**src/hw/rtl/sdt_pkg.sv**
```systemverilog
`default_nettype none
// ----------------------------------------------------------------------------
// sdt_pkg
// Shared constants, codes and controller/datapath signal groups of the
// subset pair dedup table.
// ----------------------------------------------------------------------------
package sdt_pkg;

   localparam int MAX_NODES_DEF = 64;
   localparam int MAX_PAIRS_DEF = 1024;
   localparam int MAX_SEEN_DEF  = 2048;

   localparam int SET_W    = 64;
   localparam int NODE_W   = 6;
   localparam int EDGE_W   = 16;
   localparam int BUDGET_W = 11;
   localparam int NCOUNT_W = 7;
   localparam int CSR_AW   = 3;
   localparam int CSR_DW   = 32;

   localparam logic [BUDGET_W-1:0] BUDGET_RESET = BUDGET_W'(1024);
   localparam logic [NCOUNT_W-1:0] NCOUNT_RESET = '0;

   typedef enum logic {
      REG_PAIR_QUOTA = 1'b0,
      REG_NODE_SPAN  = 1'b1
   } reg_idx_type;

   typedef enum logic {
      OP_SINGLE = 1'b0,
      OP_PAIR   = 1'b1
   } op_type;

   typedef enum logic {
      SCAN_PAIR = 1'b0,
      SCAN_SEEN = 1'b1
   } scan_sel_type;

   typedef struct packed {
      logic         load;
      logic         scan_start;
      logic         scan_run;
      scan_sel_type scan_sel;
      logic         pair_decide;
      logic         seen_decide;
      logic         rsp_load;
   } cmd_type;

   typedef struct packed {
      logic is_pair;
      logic scan_done;
      logic rsp_busy;
   } status_type;

endpackage
`default_nettype wire

```
**src/hw/rtl/sdt_ctrl.sv**
```systemverilog
`default_nettype none
// ----------------------------------------------------------------------------
// sdt_ctrl
// Sequencer: pair scan and decision, seen scan and decision, response.
// ----------------------------------------------------------------------------
module sdt_ctrl
   import sdt_pkg::*;
(
   input  wire logic       clock,
   input  wire logic       reset,
   input  wire logic       req_valid,
   output logic            req_ready,
   input  wire status_type status,
   output cmd_type         cmd
);
   typedef enum logic [2:0] {
      ST_IDLE, ST_P_START, ST_P_SCAN, ST_P_DEC, ST_S_START, ST_S_SCAN, ST_S_DEC, ST_RESP
   } state_type;

   state_type state_ff;
   state_type state_in;

   always_comb begin
      state_in = state_ff;
      cmd      = '0;
      cmd.scan_sel = SCAN_SEEN;
      req_ready = 1'b0;
      case (state_ff)
         ST_IDLE: begin
            req_ready = 1'b1;
            if (req_valid) begin
               cmd.load = 1'b1;
               state_in = ST_P_START;
            end
         end
         ST_P_START: begin
            if (status.is_pair) begin
               cmd.scan_sel   = SCAN_PAIR;
               cmd.scan_start = 1'b1;
               state_in       = ST_P_SCAN;
            end else begin
               state_in = ST_S_START;
            end
         end
         ST_P_SCAN: begin
            cmd.scan_sel = SCAN_PAIR;
            cmd.scan_run = 1'b1;
            if (status.scan_done) begin
               state_in = ST_P_DEC;
            end
         end
         ST_P_DEC: begin
            cmd.pair_decide = 1'b1;
            state_in        = ST_S_START;
         end
         ST_S_START: begin
            cmd.scan_start = 1'b1;
            state_in       = ST_S_SCAN;
         end
         ST_S_SCAN: begin
            cmd.scan_run = 1'b1;
            if (status.scan_done) begin
               state_in = ST_S_DEC;
            end
         end
         ST_S_DEC: begin
            cmd.seen_decide = 1'b1;
            state_in        = ST_RESP;
         end
         ST_RESP: begin
            if (!status.rsp_busy) begin
               cmd.rsp_load = 1'b1;
               state_in     = ST_IDLE;
            end
         end
         default: begin
            state_in = ST_IDLE;
         end
      endcase
   end

   always_ff @(posedge clock) begin
      if (reset) begin
         state_ff <= ST_IDLE;
      end else begin
         state_ff <= state_in;
      end
   end
endmodule
`default_nettype wire

```
**config.mk**
```make
export PLATFORM = sky130hd
export DESIGN_NAME = sdt_ctrl
export DESIGN_NICKNAME = d
export VERILOG_FILES = /design/src/hw/rtl/sdt_pkg.sv /design/src/hw/rtl/sdt_ctrl.sv
export SDC_FILE = /design/constraint.sdc
export NUM_CORES = 1
export LEC_CHECK = 0
export BUFFER_PORTS_ARGS = -buffer_cell sky130_fd_sc_hd__buf_2
export CORE_AREA = 3 3 40 42
export CTS_CLUSTER_SIZE = 14
export DETAILED_ROUTE_END_ITERATION = 8
export DIE_AREA = 0 0 43 45
export GPL_TIMING_DRIVEN = 0
export PLACE_DENSITY = 0.41
export SLEW_MARGIN = 20
export SYNTH_ARGS = -nofsm -noshare
export SYNTH_HDL_FRONTEND = slang
export SYNTH_SLANG_ARGS = --single-unit
```
**constraint.sdc**
```tcl
create_clock -name clock -period 1.3 [get_ports clock]
set_clock_uncertainty 0.15 [all_clocks]
set_input_delay 0.13 -clock clock [delete_from_list [all_inputs] [get_ports clock]]
set_output_delay 0.13 -clock clock [all_outputs]
set_load 0.1 [all_outputs]
```
-- Word-level counts from Yosys, hierarchy flattened
Cells that the tools add are included.
- register bits: 3
- input port bits: 6
- output and inout port bits: 8
- logic and storage cells: 33
- equal/unequal tests: 11
- mux-type cells: 18
- reduce and logical (&&, ||, !) cells: 3
- operators by type and width (kind ; number):
    one-hot mux 3 bit (8 select lines) ; 1
    two-way mux 3 bit ; 5
    == test 3 bit, second input constant ; 4
    two-way mux 1 bit ; 10
    != test 2 bit, second input constant ; 4
    == test 3 x 2 -> 1 bit, second input constant ; 2
    one-hot mux 1 bit (2 select lines) ; 2
    AND reduction 4 bit ; 1
    == test 3 x 1 -> 1 bit, second input constant ; 1
    logical NOT 3 bit ; 1
    OR reduction 2 bit ; 1

-- Logic depth before layout (Yosys ltp)
- word-level depth: 3
- mapped depth: 4
- mapped depth without buffers: 3

-- Worst setup path before layout
OpenSTA, ideal clock, no wires.
- path type: register to output
- from: register state_ff[2]
- to: output port cmd[6] (netlist name)
- data arrival time: 3.539 ns
- required time: 1.020 ns
- path slack: -2.519 ns
- cell stages (with the launch flop): 4
- path buffers: 1
- cells stage by stage: dfxtp_1 buf_2 nor3_1 and2_1
- RTL lines (item ; RTL line ; text):
    start: declaration ; sdt_ctrl.sv:20 ; state_type state_ff;
    start signal: assignment ; sdt_ctrl.sv:86 ; state_ff <= state_in;
    end: declaration ; sdt_ctrl.sv:14 ; output cmd_type cmd

==> impl_metrics.env <==
export IMPL_min_period_ns=1.525
export IMPL_ys_seq_elements=3
export IMPL_power_w=0.0007581
export IMPL_worstPathBufferInverterCount=2
export IMPL_path_depth=4
export IMPL_finalHoldViolCount=0
export IMPL_reg_largest_list="state_ff: 3 flops"
export IMPL_cp_max_fo=4
export IMPL_setup_viol=9
export IMPL_maxCapViolCount=0
export IMPL_end_kind="primary output"
export IMPL_setup_tns_ns=-1.435
export IMPL_cp_data_required_time_ns=1.02
export IMPL_die_x_um=43
export IMPL_r2r_end="state_ff[1]"
export IMPL_start_util=0.2093
export IMPL_drt_initial_drc_count=2
export IMPL_max_slew_margin=0.8615
export IMPL_track_usage=0.1141
export IMPL_diodes=0
export IMPL_fp_dieArea_um2=1935
export IMPL_rows=13
export IMPL_largest_register="state_ff"
export IMPL_synth_cell_types=19
export IMPL_setup_slack_ns=-0.2255
export IMPL_syn_nets=42
export IMPL_pin_count=14
export IMPL_rsz0062_at_grt="yes"
export IMPL_met3_length_um=33
export IMPL_finalCritPeriodShare=1.173
export IMPL_cp_startpoint="state_ff[2]"
export IMPL_drc=0
export IMPL_synth_area_per_cell_um2=7.472
export IMPL_power_leakage_nw=0.3229
export IMPL_synthTopCellsByArea="dfxtp_1, buf_6, a21oi_1, mux2i_1, nand2b_1"
export IMPL_clk_pin_slew_ns=0.04
export IMPL_r2r_slack_ns=-0.01
export IMPL_timing_final_max_slew_violations=0
export IMPL_gp_congestion=0.6947
export IMPL_cts_buffer_depth=2
export IMPL_cts_root_buf="clkbuf_4"
export IMPL_overflow=0
export IMPL_grt_max_degree=8
export IMPL_area_growth_pct=172.1
export IMPL_grt_pass1_wl_um=1593
export IMPL_path_cells="buf_6 > nand3b_1 > a21oi_2 > buf_12"
export IMPL_cts_sinks=3
export IMPL_arrival_ns=1.25
export IMPL_failed_checks="setup timing"
export IMPL_grt_antenna_before_repair=0
export IMPL_critPathLaunchType="flop"
export IMPL_nets=74
export IMPL_insertion_delay_ns=0.23
export IMPL_min_path_type="input port to flop"
export IMPL_clock_fmax_mhz=655.5
export IMPL_cpLargestDelayFamily="flip-flops"
export IMPL_drt_pass1_iterations=2
export IMPL_avgRoutedWirePerCell_um=11.96
export IMPL_r2r_start="state_ff[1]"
export IMPL_cts_tree="done"
export IMPL_ant_nets=0
export IMPL_port_buffers=13
export IMPL_synth_top_cell_by_area="dfxtp_1"
export IMPL_synth_top_area_frac=0.2233
export IMPL_vdd_ir_drop_max_v=0.0005541
export IMPL_syn_cell_area_um2=269.0
export IMPL_grt_pass1_vias=378
export IMPL_top_layer_used="met3"
export IMPL_slowest_delay_ns=0.34
export IMPL_yosysWarningCount=0
export IMPL_wl_um=981
export IMPL_design_core_area_um2=1285
export IMPL_m1WireLength_um=428
export IMPL_h_tree_depth=1
export IMPL_preCtsSetupSlack_ns=-0.2604
export IMPL_vias=371
export IMPL_die_h_um=45
export IMPL_status="finished, violations left"
export IMPL_worstSetupEndpoint="cmd[5]"
export IMPL_synth_seq_area_share=0.2233
export IMPL_r2r_cells=4
export IMPL_drive_gt1_frac=0.7761
export IMPL_slowest_stage="dfxtp_4"
export IMPL_hpwl_um=538.4
export IMPL_routed_via_density=4.524
export IMPL_power_density_nw_per_um2=1036
export IMPL_path_class="flop to primary output"
export IMPL_syn_inst=36
export IMPL_largest_register_ffs=3
export IMPL_wl_met2_um=519
export IMPL_worst_pin_slew_ns=0.2055
export IMPL_worst_hold_slack_ns=0.1382
export IMPL_numCtsBuffers=3
cells in the final DEF (no fill, tap or decap), drive strengths merged:
cell	count
dfxtp	3
a21oi	4
nand2b	3
dlygate4sd3	1
clkbuf	4
a211oi	1
mux2i	2
inv	2
and2	2
nor2	2
o21ai	3
nand2	4
mux2	1
nor3b	1
nand3b	1
nor3	2
buf	29
and3	1
or3	1
worst min-delay path by stage:
stage                       end      start  slack, ns  cells after the start
global placement    state_ff[1]      reset       0.18                      2
CTS                 state_ff[0]  status[1]       0.12                      4
detailed placement  state_ff[1]      reset       0.18                      2
global route        state_ff[0]  status[1]       0.17                      4
floorplan           state_ff[1]      reset       0.04                      1
finish              state_ff[0]  status[0]       0.14                      3
metal layers:
layer	global-route usage	vias up
met5	0	-
li1	-	183
met3	0.02390	0
met1	0.1349	179
met2	0.1796	9
met4	0.09036	0
cell type report:
cell class                 count  area, um^2
inverter                       2       10.01
sequential                     3       66.31
fill                         121       553.0
buffer                         3       33.78
multi-input combinational     28       267.8
tap                           15       18.77
clock buffer                   4       26.28
timing repair buffer          27       309.0
synth_stat cells:
cell type and number:
mux2i_1 2, mux2_2 1, buf_2 1, nor3_1 2
and3_2 1, o21ai_0 3, a211oi_1 1, nor3b_2 1
nand3b_1 1, buf_6 2, nor2_1 2, inv_4 1
nand2_1 4, and2_1 2, nand2b_1 3, inv_1 1
or3_1 1, a21oi_1 4, dfxtp_1 3
where the power goes:
| group | internal, W | total, W | leakage, nW | switching, W |
|---|---|---|---|---|
| Combinational | 0.000210 | 0.000487 | 0.282 | 0.000277 |
| Clock | 0.000115 | 0.000161 | 0.0150 | 0.0000461 |
| Sequential | 0.000102 | 0.000110 | 0.0261 | 0.00000802 |
what timing repair did:
| action | in CTS | in global routing |
|---|---|---|
| hold endpoints to repair | 3 | 0 |
| endpoints found under the setup margin | 8 | 11 |
| pin swaps | 7 | 8 |
| hold buffers | 1 | 0 |
| gates resized for setup | 40 | 15 |
| buffers inserted | 10 | 2 |
| cloned | 2 | 0 |
worst min-delay path, cell delays in order:
cell and delay, ns:
buf_2 0.13, mux2i_1 0.13, a211oi_1 0.08
kinds of logic after synthesis:
family,count (synthesis),share of synthesized area
muxes,3,0.1163
buffers and inverters,5,0.1395
DFF,3,0.2233
and+or+nand+nor,17,0.3628
AOI/OAI and AO/OA,8,0.1581
through the flow:
step	instance area [um^2]	cells	util
2_1_floorplan	310.3	36	-
3_3_place_gp	394.1	64	0.3067
3_5_place_dp	394.1	64	0.3067
4_1_cts	655.6	81	0.5102
5_1_grt	732.0	82	0.5696
6_report	732.0	82	0.5696
No activity file was read; power rests on OpenSTA's default activity.
